$ cat config.mk
export PLATFORM = sky130hd
export DESIGN_NAME = rsbk_cell
export DESIGN_NICKNAME = d
export VERILOG_FILES = /design/src/design/rsbk_pkg.sv /design/src/design/rsbk_cell.sv
export SDC_FILE = /design/constraint.sdc
export NUM_CORES = 1
export LEC_CHECK = 0
export CAP_MARGIN = 10
export CORE_AREA = 3 3 150 152
export DETAILED_ROUTE_END_ITERATION = 8
export DIE_AREA = 0 0 153 155
export DONT_BUFFER_PORTS = 1
export PLACE_DENSITY_LB_ADDON = 0.15
export SLEW_MARGIN = 5
export SYNTH_ARGS = -nofsm -noshare
export SYNTH_HDL_FRONTEND = slang
export SYNTH_SLANG_ARGS = --single-unit
$ cat constraint.sdc
create_clock -name clk -period 5.2 [get_ports clk]
set_input_delay 1.04 -clock clk [delete_from_list [all_inputs] [get_ports clk]]
set_output_delay 1.04 -clock clk [all_outputs]
set_load 0.03 [all_outputs]
$ cat src/design/rsbk_pkg.sv
// rsbk_pkg: shared constants and types of the record sort block
// used by rsbk_cell and record_sort_by_key; depends on nothing
package rsbk_pkg;

	localparam int MAX_RECORDS = 32;
	localparam int PRICE_W     = 32;
	localparam int PAYLOAD_W   = 64;

	typedef logic [PRICE_W-1:0]   price_t;
	typedef logic [PAYLOAD_W-1:0] payload_t;

	typedef struct packed {
		price_t   price;
		payload_t payload;
	} rsbk_rec_t;

	// chain control broadcast to every cell
	typedef struct packed {
		logic load;   // insert the incoming item
		logic shift;  // move every record one cell toward the head
	} rsbk_ctrl_t;

endpackage

$ cat src/design/rsbk_cell.sv
// rsbk_cell: one cell of the sorting chain, holding a record and its valid bit
// depends on rsbk_pkg
module rsbk_cell (
	input  logic                  clk,
	input  logic                  arst_n,
	input  rsbk_pkg::rsbk_ctrl_t  ctrl,
	input  rsbk_pkg::rsbk_rec_t   new_rec,
	input  rsbk_pkg::rsbk_rec_t   left_rec,
	input  logic                  left_valid,
	input  logic                  left_before,
	input  rsbk_pkg::rsbk_rec_t   right_rec,
	input  logic                  right_valid,
	output rsbk_pkg::rsbk_rec_t   rec,
	output logic                  valid,
	output logic                  ahead
);
	import rsbk_pkg::*;

	rsbk_rec_t rec_q;
	logic      valid_q;

	// new item goes ahead of this cell: empty cell or strictly larger key
	assign ahead = !valid_q || (rec_q.price > new_rec.price);
	assign rec   = rec_q;
	assign valid = valid_q;

	always_ff @(posedge clk or negedge arst_n) begin
		if (!arst_n) begin
			valid_q <= 1'b0;
		end else if (ctrl.shift) begin
			valid_q <= right_valid;
		end else if (ctrl.load && ahead) begin
			valid_q <= left_before ? left_valid : 1'b1;
		end
	end

	always_ff @(posedge clk) begin
		if (ctrl.shift) begin
			rec_q <= right_rec;
		end else if (ctrl.load && ahead) begin
			rec_q <= left_before ? left_rec : new_rec;
		end
	end

endmodule
# Yosys cells after proc, flatten, opt, wreduce, memory -nomap -nowiden
# Cells that the tools add are included.
op_classes:
  add_sub_neg: 0
  multipliers: 0
  div_mod_pow: 0
  magnitude_cmp: 1
  n_eq_ne: 0
  n_shift: 0
  mux: 6
  bitwise: 0
  n_reduce_logical: 4
ops:
  columns: ["operator", "count"]
  rows:
  - ["$mux W96", 3]
  - ["$gt A32 B32 Y1", 1]
  - ["$mux W1", 3]
  - ["$reduce_bool A2 Y1", 1]
  - ["$logic_and A1 B1 Y1", 1]
  - ["$logic_not A1 Y1", 1]
  - ["$logic_or A1 B1 Y1", 1]
totals:
  ff_bits: 97
  latchBits: 0
  mem_bits_rw: 0
  romBits: 0
  input_bits: 295
  out_inout_bits: 98
  elab_cells: 14
  n_memories: 0

# Longest topological paths before layout
# Gate-level depths: netlist (run 1).
logic_depth:
  depth_word: 5
  mapped_depth: 8
  ltp_nobuf: 8

# Worst setup path after synthesis (run 1)
# No wires, ideal clock.
synth_path:
  kind: "input-to-reg"
  start: "input new_rec[95] (netlist bit)"
  end: "register rec_q, in the netlist rec[0], enable pin"
  setup_time_ns: 0.488
  t_arrival_ns: 4.934
  path_slack_ns: -0.223
  stages: 8
  path_cell_list: "inv_1 -> ha_1 -> nand4_1 -> nor3_1 -> a22oi_2 -> or4b_4 -> and4b_1 -> o221ai_2"
synth_via:
  elab_chain_len: 4
synth_lines:
  columns: ["item", "line_no", "rtl"]
  rows:
  - ["from (decl)", "rsbk_cell.sv:7", "input rsbk_pkg::rsbk_rec_t new_rec,"]
  - ["$gt A32 B32 Y1", "rsbk_cell.sv:23", "assign ahead = !valid_q || (rec_q.price > new_rec.price);"]
  - ["$logic_or A1 B1 Y1", "rsbk_cell.sv:23", null]
  - ["$logic_and A1 B1 Y1", "rsbk_cell.sv:40", "end else if (ctrl.load && ahead) begin"]
  - ["$reduce_bool A2 Y1 (no source line)", null, null]
  - ["to (signal assigned)", "rsbk_cell.sv:39", "rec_q <= right_rec;"]
  - ["to (signal assigned)", "rsbk_cell.sv:41", "rec_q <= left_before ? left_rec : new_rec;"]
  - ["to (decl)", "rsbk_cell.sv:19", "rsbk_rec_t rec_q;"]
# No other way between the ends.
# A chain may end at the register's enable or synchronous reset.

# Final worst setup path (run 1)
layout_path:
  start: "input new_rec[78] (netlist bit)"
  end: "output ahead"
layout_via:
  elab_chain_len: 2
layout_lines:
  columns: ["item", "line_no", "rtl"]
  rows:
  - ["$gt A32 B32 Y1", "rsbk_cell.sv:23", null]
  - ["$logic_or A1 B1 Y1", "rsbk_cell.sv:23", null]
  - ["to (decl)", "rsbk_cell.sv:15", "output logic ahead"]
# No other way between the ends.

==> results of run 1 <==
## kinds of logic after synthesis
logic type	after synthesis
AND/OR/NAND/NOR	130
buffers and inverters	68
flip-flops	97
adder cells (fa/ha/maj)	32
AO/OA/AOI/OAI	126
multiplexers	96
## registers in the layout (all words and copies together) (netlist names)
register  flops
rec          96
valid         1
## cells in the mapped netlist
master / instances / share of area [%]
nand2_1: 106 / 6.9
o21ai_0: 101 / 8.8
edfxtp_1: 96 / 50
mux2i_1: 96 / 17
inv_1: 36 / 2.3
ha_1: 32 / 7.0
clkbuf_1: 22 / 1.4
a21oi_1: 13 / 1.1
buf_2: 10 / 0.87
nor2_1: 8 / 0.52
nand4_1: 6 / 0.65
nand3_1: 2 / 0.17
nor4_1: 2 / 0.22
o21ai_1: 2 / 0.17
o22ai_1: 2 / 0.22
a211oi_1: 1 / 0.13
a21o_1: 1 / 0.13
a221oi_1: 1 / 0.15
a22oi_2: 1 / 0.22
a41oi_2: 1 / 0.28
and4_1: 1 / 0.15
and4b_1: 1 / 0.17
dfrtp_1: 1 / 0.43
nand2b_1: 1 / 0.11
nand4b_1: 1 / 0.15
nor3_1: 1 / 0.087
o21a_1: 1 / 0.13
o221ai_2: 1 / 0.26
o31ai_1: 1 / 0.13
or4b_4: 1 / 0.24
## final cells by class
cell class	instances	area, um2
fillers	2174	14800
flip-flops and latches	97	2910
multi-input cells	384	2590
well taps	275	344
clock buffers	9	225
inverters	36	135
clock inverters	6	90.1
repair buffers	3	22.5
## power by group through the flow
stage	combinational [mW]	sequential (mW)	clock, mW
after floorplan	0.223	1.23	0
after global placement	0.246	1.26	0
after detailed placement	0.253	1.26	0
after CTS	0.254	1.24	0.763
after global routing	0.288	1.25	0.787
final	0.246	1.24	0.734
## stage by stage
step | cells | setup WS [ps] | utilization, %
3_5_place_dp | 795 | 759 | 28.4
5_1_grt | 810 | 711 | 29.8
2_1_floorplan | 549 | 863 | -
3_3_place_gp | 795 | 821 | 28.4
6_report | 810 | 913 | 29.8
4_1_cts | 810 | 748 | 29.8
## worst max-delay path: cells and delay by family
kind                     cells  cell delay, ps
AO/OA/AOI/OAI                2             650
adder cells (fa/ha/maj)      1             300
buffers and inverters        2             260
AND/OR/NAND/NOR              3             990
## worst max-delay path by stage
stage / cells past startpoint / to / from / slack (ps)
global route: 8 / ahead / new_rec[78] / 710
global placement: 8 / ahead / new_rec[78] / 820
detailed placement: 8 / ahead / new_rec[78] / 760
floorplan: 8 / rec[0] / new_rec[95] / 860
finish: 8 / ahead / new_rec[78] / 910
CTS: 8 / ahead / new_rec[78] / 750
## routing by layer
metal  part of all wire (%)  vias to the layer above  GRT usage [%]
met4                   0.76                        2           3.18
met1                     36                     1821           14.9
met2                     54                      235           26.5
li1                       -                     1942              -
met5                  0.057                        -              0
met3                    9.4                       14           5.20
==> impl_metrics.py, run 1 <==
metrics = {
    "status": {
        "status": "complete, no violations",
    },
    "synth": {
        "synth_compound_area_share_pct": 11.7,
        "synth_cells": 549,
        "yosysUniqueCellTypes": 30,
        "yosys.area_share.simple_pct": 9.40,
        "synth_warnings": 0,
        "synth_mux_area_share_pct": 16.7,
        "synth_fp_nets": 876,
        "synth_xor_area_share_pct": 0,
        "postSynthAreaPerCell_um2": 10.5,
        "synth_top_family_by_area": "multiplexers",
        "ys_seq_area_share_pct": 50.5,
        "synthAdderAreaFrac_pct": 6.96,
        "synth_seq_cells": 97,
        "syn_area_um2": 5750,
    },
    "route": {
        "ant_nets": 0,
        "vias": 4014,
        "avgViaCountPerCell": 4.96,
        "routedWlPerCell_um": 21.8,
        "drc": 0,
        "dr.pass1.iters": 4,
        "wl_um": 17600,
        "drt_iter0_drc": 215,
    },
    "grt": {
        "grt_overflow": 0,
        "grt_start_max_net_pins": 194,
        "grt_pass1_wl_um": 25500,
        "track_usage_pct": 14.1,
        "antenna_found_initial": 1,
        "first_global_vias": 4292,
    },
    "clock_tree": {
        "worstSkewPairLatency_ps": 350,
        "clk_pin_slew_ps": 70,
        "cts_setup_buffers": 0,
        "cts_tree": "built",
        "numCtsBuffers": 9,
        "clkSinkCount": 97,
        "cts_root_buffer": "clkbuf_16",
        "cts_hold_buf": 0,
        "clockBufferDepth": 2,
        "cts.repair.resized": 0,
        "htreeDepth": 3,
    },
    "power": {
        "p_switching_uw": 699,
        "p_seq_share_pct": 55.8,
        "power_leakage_nw": 2.60,
        "comb_power_share_pct": 11.1,
        "power_mw": 2.22,
        "power.share.clock_pct": 33.1,
        "p_int_mw": 1.52,
        "switching_share_pct": 31.5,
        "powerDensity_nw_per_um2": 352,
        "peakVddDrop_mv": 0.124,
    },
    "timing": {
        "relSlewSlack_pct": 52.8,
        "fin_worst_skew_ps": 12.1,
        "setup-tns-final_ps": 0,
        "holdWs_ps": 387,
        "maxSlewViolCount": 0,
        "rsz0062_at_grt": "false",
        "hold_viol": 0,
        "worst_pin_slew_ps": 707,
        "fin_crit_ps": 4290,
        "max_freq_ghz": 0.233,
        "setup_viol": 0,
        "post-route-period-util_pct": 82.4,
    },
    "layout": {
        "diodes": 0,
        "final_cell_mix": "106 x nand2_1, 101 x o21ai_0, 96 x mux2i_1, 96 x edfxtp_1, 36 x inv_1",
        "finalNetCount": 858,
        "final_common_cell": "nand2_1",
        "syn2layout_area_growth_pct": 9.74,
        "drive_above_1_share_pct": 4.11,
        "finish.instance_area_um2": 6310,
    },
    "placed_design": {
        "placed_area_um2": 6000,
        "place_congestion": 0.844,
        "dpl.hpwl_um": 13900,
        "port_buffers": 0,
    },
    "critical_path": {
        "cp-start-kind": "input pin",
        "r2r_slack_ps": 1850,
        "critical_path.max_fanout": 3,
        "slowest_stage": "nor4_1",
        "end_kind": "output pin",
        "cpPeakStageDelay_ps": 540,
        "required_ps": 4160,
        "setup.worst_path.class": "input pin to output pin",
        "critical_path_arrival_ps": 3250,
        "worst-r2r-cell-count": 7,
        "r2r_start": "rec[78]",
        "cp_cell_sequence": "inv_1, ha_1, nand4_1, nor4_1, a221oi_1, and4b_1, o31ai_1, buf_4",
        "r2r_end": "rec[23]",
    },
    "die": {
        "die-area_um2": 23700,
        "initial_core_util_pct": 27.2,
        "die_width_um": 153,
        "core_um2": 21200,
        "die_y_um": 155,
        "num_io_pins": 393,
        "rows": 53,
    },
    "hold_path": {
        "hold_path.class": "input pin to asynchronous set/reset pin",
    },
    "job": {
        "drv_cap": 0,
    },
}
Power figures use the tool's default switching activity.
==> run 2: changes to the inputs <==
==> constraint.sdc (replaced) <==
create_clock -name clk -period 3.9 [get_ports clk]
set_input_delay 0.78 -clock clk [delete_from_list [all_inputs] [get_ports clk]]
set_output_delay 0.78 -clock clk [all_outputs]
set_load 0.03 [all_outputs]
==> run 2 against run 1 <==
Global-route usage up 0.053 points. Cell count up 0.25%. Critical path depth unchanged. Largest cell class unchanged.
==> impl_metrics.py, run 2 (same netlist as run 1, synthesis figures left out) <==
metrics = {
    "die": {
        "die_width_um": 153,
        "die_y_um": 155,
        "rows": 53,
        "core_um2": 21200,
        "initial_core_util_pct": 27.2,
        "die-area_um2": 23700,
        "num_io_pins": 393,
    },
    "grt": {
        "grt_start_max_net_pins": 194,
        "grt_pass1_wl_um": 25400,
        "track_usage_pct": 14.1,
        "antenna_found_initial": 0,
        "grt_overflow": 0,
        "first_global_vias": 4257,
    },
    "route": {
        "drt_iter0_drc": 267,
        "ant_nets": 0,
        "wl_um": 18000,
        "vias": 4053,
        "routedWlPerCell_um": 22.2,
        "drc": 0,
        "dr.pass1.iters": 4,
        "avgViaCountPerCell": 4.99,
    },
    "clock_tree": {
        "clkSinkCount": 97,
        "cts_setup_buffers": 0,
        "htreeDepth": 3,
        "cts.repair.resized": 0,
        "clockBufferDepth": 2,
        "numCtsBuffers": 9,
        "clk_pin_slew_ps": 70,
        "worstSkewPairLatency_ps": 340,
        "cts_hold_buf": 0,
        "cts_tree": "built",
        "cts_root_buffer": "clkbuf_16",
    },
    "layout": {
        "drive_above_1_share_pct": 8.75,
        "diodes": 0,
        "final_util_pct": 30.5,
        "final_common_cell": "nand2_1",
        "finalNetCount": 859,
        "fillerInstances": 2201,
        "finish.instance_area_um2": 6460,
        "final_cell_mix": "106 x nand2_1, 101 x o21ai_0, 96 x mux2i_1, 96 x edfxtp_1, 24 x inv_1",
        "syn2layout_area_growth_pct": 12.3,
        "largest_reg_flops": 96,
    },
    "critical_path": {
        "required_ps": 3120,
        "cp_cell_sequence": "ha_4, nand4_1, nor2_1, a22oi_2, or4b_4, and4b_1, o31ai_1, buf_4",
        "r2r_start": "rec[93]",
        "r2r_end": "rec[50]",
        "critical_path_arrival_ps": 2920,
        "path_buf_inv": 1,
        "cpPeakStageDelay_ps": 580,
        "slowest_stage": "edfxtp_1",
        "crit_family": "simple AND/OR/NAND/NOR gates",
        "end_kind": "output pin",
        "setup.worst_path.class": "flip-flop to output pin",
        "critical_path.max_fanout": 5,
        "cp-start-kind": "flip-flop",
        "worst-r2r-cell-count": 6,
        "r2r_slack_ps": 630,
    },
    "hold_path": {
        "hold_path.class": "input pin to asynchronous set/reset pin",
    },
    "placed_design": {
        "placed_area_um2": 6170,
        "place_congestion": 0.828,
        "dpl.hpwl_um": 14300,
        "port_buffers": 0,
    },
    "power": {
        "powerDensity_nw_per_um2": 446,
        "power_leakage_nw": 2.59,
        "power_mw": 2.88,
        "peakVddDrop_mv": 0.228,
    },
    "timing": {
        "fin_worst_skew_ps": 12.7,
        "max_freq_ghz": 0.270,
        "worst_pin_slew_ps": 893,
        "rsz0062_at_grt": "false",
        "setup-tns-final_ps": 0,
        "maxSlewViolCount": 0,
        "hold_viol": 0,
        "setup_viol": 0,
        "post-route-period-util_pct": 94.8,
        "fin_crit_ps": 3700,
        "holdWs_ps": 135,
        "relSlewSlack_pct": 40.5,
    },
    "job": {
        "drv_cap": 0,
    },
    "status": {
        "status": "complete, no violations",
    },
}
==> run 2: worst max-delay path by stage <==
stage	to	from	cells past startpoint
2_1_floorplan	rec[0]	new_rec[86]	8
3_3_place_gp	ahead	new_rec[94]	9
3_5_place_dp	ahead	new_rec[93]	9
4_1_cts	ahead	rec[94]	8
5_1_grt	ahead	rec[93]	8
6_report	ahead	rec[93]	8
==> run 2: report_power, final <==
| part | switching, mW | total [mW] | internal [mW] |
|---|---|---|---|
| clock network | 0.424 | 0.870 | 0.446 |
| registers | 0.339 | 1.66 | 1.32 |
| logic | 0.193 | 0.350 | 0.158 |
==> run 2: final cells by class <==
cell class	count	area [um2]	share of cell area, %
flip-flops and latches	97	2910	45.0
multi-input cells	384	2730	42.3
well taps	275	344	5.33
clock buffers	9	225	3.49
inverters	36	160	2.48
clock inverters	7	61.3	0.949
repair buffers	4	30.0	0.465
==> run 2: layer usage <==
layer	up-vias	track usage [%]	wire, um
met3	14	5.62	1640
met4	0	3.44	269
met2	241	26.1	9640
met5	-	0	0
met1	1846	15.0	6470
li1	1952	-	-
==> run 2: metrics by stage <==
step / worst slack (ps) / cells
2_1_floorplan: -57.8 / 549
5_1_grt: 16.1 / 812
6_report: 202 / 812
3_3_place_gp: 353 / 796
3_5_place_dp: 318 / 796
4_1_cts: 49.3 / 812
==> run 3: changes to the inputs <==
--- a/config.mk
+++ b/config.mk
@@ -10,6 +10,7 @@
 export DETAILED_ROUTE_END_ITERATION = 8
 export DIE_AREA = 0 0 153 155
 export DONT_BUFFER_PORTS = 1
+export MAX_ROUTING_LAYER = met4
 export PLACE_DENSITY_LB_ADDON = 0.15
 export SLEW_MARGIN = 5
 export SYNTH_ARGS = -nofsm -noshare
==> run 3 against run 2 <==
Non-clock buffer count unchanged. Utilization unchanged. Largest power group unchanged. Critical path depth unchanged. Clock-buffer cell count unchanged. Cell count unchanged. Via count up 0.47%. Die area unchanged. Fmax about the same. Routed wire length down 0.11%. Combinational power about the same. Clock power about the same. First-iteration DRC count up 4.5%.
==> impl_metrics.py, run 3 (same netlist as run 1, synthesis figures left out) <==
metrics = {
    "status": {
        "status": "complete, no violations",
    },
    "critical_path": {
        "r2r_slack_ps": 630,
        "path_buf_inv": 1,
        "crit_start": "rec[94]",
        "required_ps": 3120,
        "path_depth": 8,
        "crit_path_end": "ahead",
        "end_kind": "output pin",
        "cp_cell_sequence": "ha_4, nand4_1, nor2_1, a22oi_2, or4b_4, and4b_1, o31ai_1, buf_4",
        "r2r_end": "rec[50]",
        "worst-r2r-cell-count": 6,
        "r2r_start": "rec[94]",
        "cp-start-kind": "flip-flop",
        "setup.worst_path.class": "flip-flop to output pin",
        "critical_path.max_fanout": 5,
        "cpPeakStageDelay_ps": 580,
        "critical_path_arrival_ps": 2920,
        "slowest_stage": "edfxtp_1",
        "crit_family": "simple AND/OR/NAND/NOR gates",
    },
    "route": {
        "routedWlPerCell_um": 22.2,
        "drc": 0,
        "dr.pass1.iters": 4,
        "ant_nets": 0,
        "drt_iter0_drc": 279,
        "wl_um": 18000,
        "avgViaCountPerCell": 5.01,
        "vias": 4072,
    },
    "hold_path": {
        "hold_path.class": "input pin to asynchronous set/reset pin",
    },
    "timing": {
        "fin_crit_ps": 3700,
        "fin_worst_skew_ps": 13.3,
        "worst_pin_slew_ps": 893,
        "setup-tns-final_ps": 0,
        "setup_viol": 0,
        "hold_viol": 0,
        "holdWs_ps": 134,
        "max_freq_ghz": 0.271,
        "post-route-period-util_pct": 94.8,
        "maxSlewViolCount": 0,
        "relSlewSlack_pct": 40.5,
        "rsz0062_at_grt": "false",
    },
    "grt": {
        "first_global_vias": 4269,
        "grt_pass1_wl_um": 25300,
        "grt_start_max_net_pins": 194,
        "track_usage_pct": 14.5,
        "antenna_found_initial": 0,
        "grt_overflow": 0,
    },
    "layout": {
        "final_common_cell": "nand2_1",
        "diodes": 0,
        "finalNetCount": 859,
        "stdcell_count": 812,
        "syn2layout_area_growth_pct": 12.3,
        "drive_above_1_share_pct": 8.75,
        "final_cell_mix": "106 x nand2_1, 101 x o21ai_0, 96 x mux2i_1, 96 x edfxtp_1, 24 x inv_1",
        "fillerInstances": 2201,
        "final_util_pct": 30.5,
        "largest_reg_flops": 96,
        "seqCellArea_um2": 2910,
        "multiInputGateArea_um2": 2730,
    },
    "power": {
        "p_switching_uw": 958,
        "peakVddDrop_mv": 0.228,
        "p_int_mw": 1.93,
        "power_leakage_nw": 2.59,
        "comb_power_share_pct": 12.1,
        "power.share.clock_pct": 30.2,
        "p_seq_share_pct": 57.6,
        "switching_share_pct": 33.2,
        "powerDensity_nw_per_um2": 446,
        "power_mw": 2.88,
    },
    "clock_tree": {
        "numCtsBuffers": 9,
        "clk_pin_slew_ps": 70,
        "cts_hold_buf": 0,
        "cts_tree": "built",
        "clkSinkCount": 97,
        "htreeDepth": 3,
        "cts_setup_buffers": 0,
        "worstSkewPairLatency_ps": 350,
        "cts_root_buffer": "clkbuf_16",
        "clockBufferDepth": 2,
        "cts.repair.resized": 0,
    },
    "placed_design": {
        "place_congestion": 0.840,
        "dpl.hpwl_um": 14300,
        "port_buffers": 0,
        "placedCellCount": 796,
    },
    "job": {
        "drv_cap": 0,
    },
    "die": {
        "core_um2": 21200,
        "initial_core_util_pct": 27.2,
        "die-area_um2": 23700,
        "die_y_um": 155,
        "die_width_um": 153,
        "num_io_pins": 393,
        "rows": 53,
    },
}
[run 3: cell counts in the layout (fill, tap and decap cells not counted)]
No cell type changed its count.
[run 3: stage by stage]
step                      setup WS, ps  cell area (um2)
after global routing              14.7             6460
after floorplan                  -57.8             5930
final                              203             6460
after global placement             353             6170
after detailed placement           318             6170
after CTS                         49.3             6460
[run 3: how the worst min path moves through the flow]
stage / from / endpoint / cells past startpoint
floorplan: arst_n / valid / 0
global placement: arst_n / valid / 0
detailed placement: arst_n / valid / 0
CTS: arst_n / valid / 0
global route: arst_n / valid / 0
finish: arst_n / valid / 0
[run 3: per-layer routing]
layer / wire length, um / track usage [%] / up-vias
met5: 0 / - / -
li1: - / - / 1953
met1: 6560 / 15.4 / 1864
met2: 9610 / 26.3 / 239
met4: 296 / 3.44 / 0
met3: 1530 / 4.87 / 16
[run 3: worst register-to-register path, stage by stage, from the launching register on]
cell	delay, ps
edfxtp_1	580
ha_4	350
nand4_1	220
nor4_1	520
o21ai_0	250
o221ai_4	210
buf_4	670
[run 3: cell type report]
type / instances / share of cell area [%]
clock buffer: 9 / 3.49
sequential: 97 / 45.0
inverter: 36 / 2.48
tap: 275 / 5.33
timing repair buffer: 4 / 0.465
clock inverter: 7 / 0.949
multi-input combinational: 384 / 42.3
[run 3: power groups by stage]
| stage | logic, mW | clock network [mW] | registers, mW |
|---|---|---|---|
| floorplan | 0.311 | 0 | 1.65 |
| global placement | 0.355 | 0 | 1.69 |
| detailed placement | 0.364 | 0 | 1.69 |
| CTS | 0.365 | 0.916 | 1.67 |
| global route | 0.409 | 0.959 | 1.67 |
| finish | 0.350 | 0.872 | 1.66 |
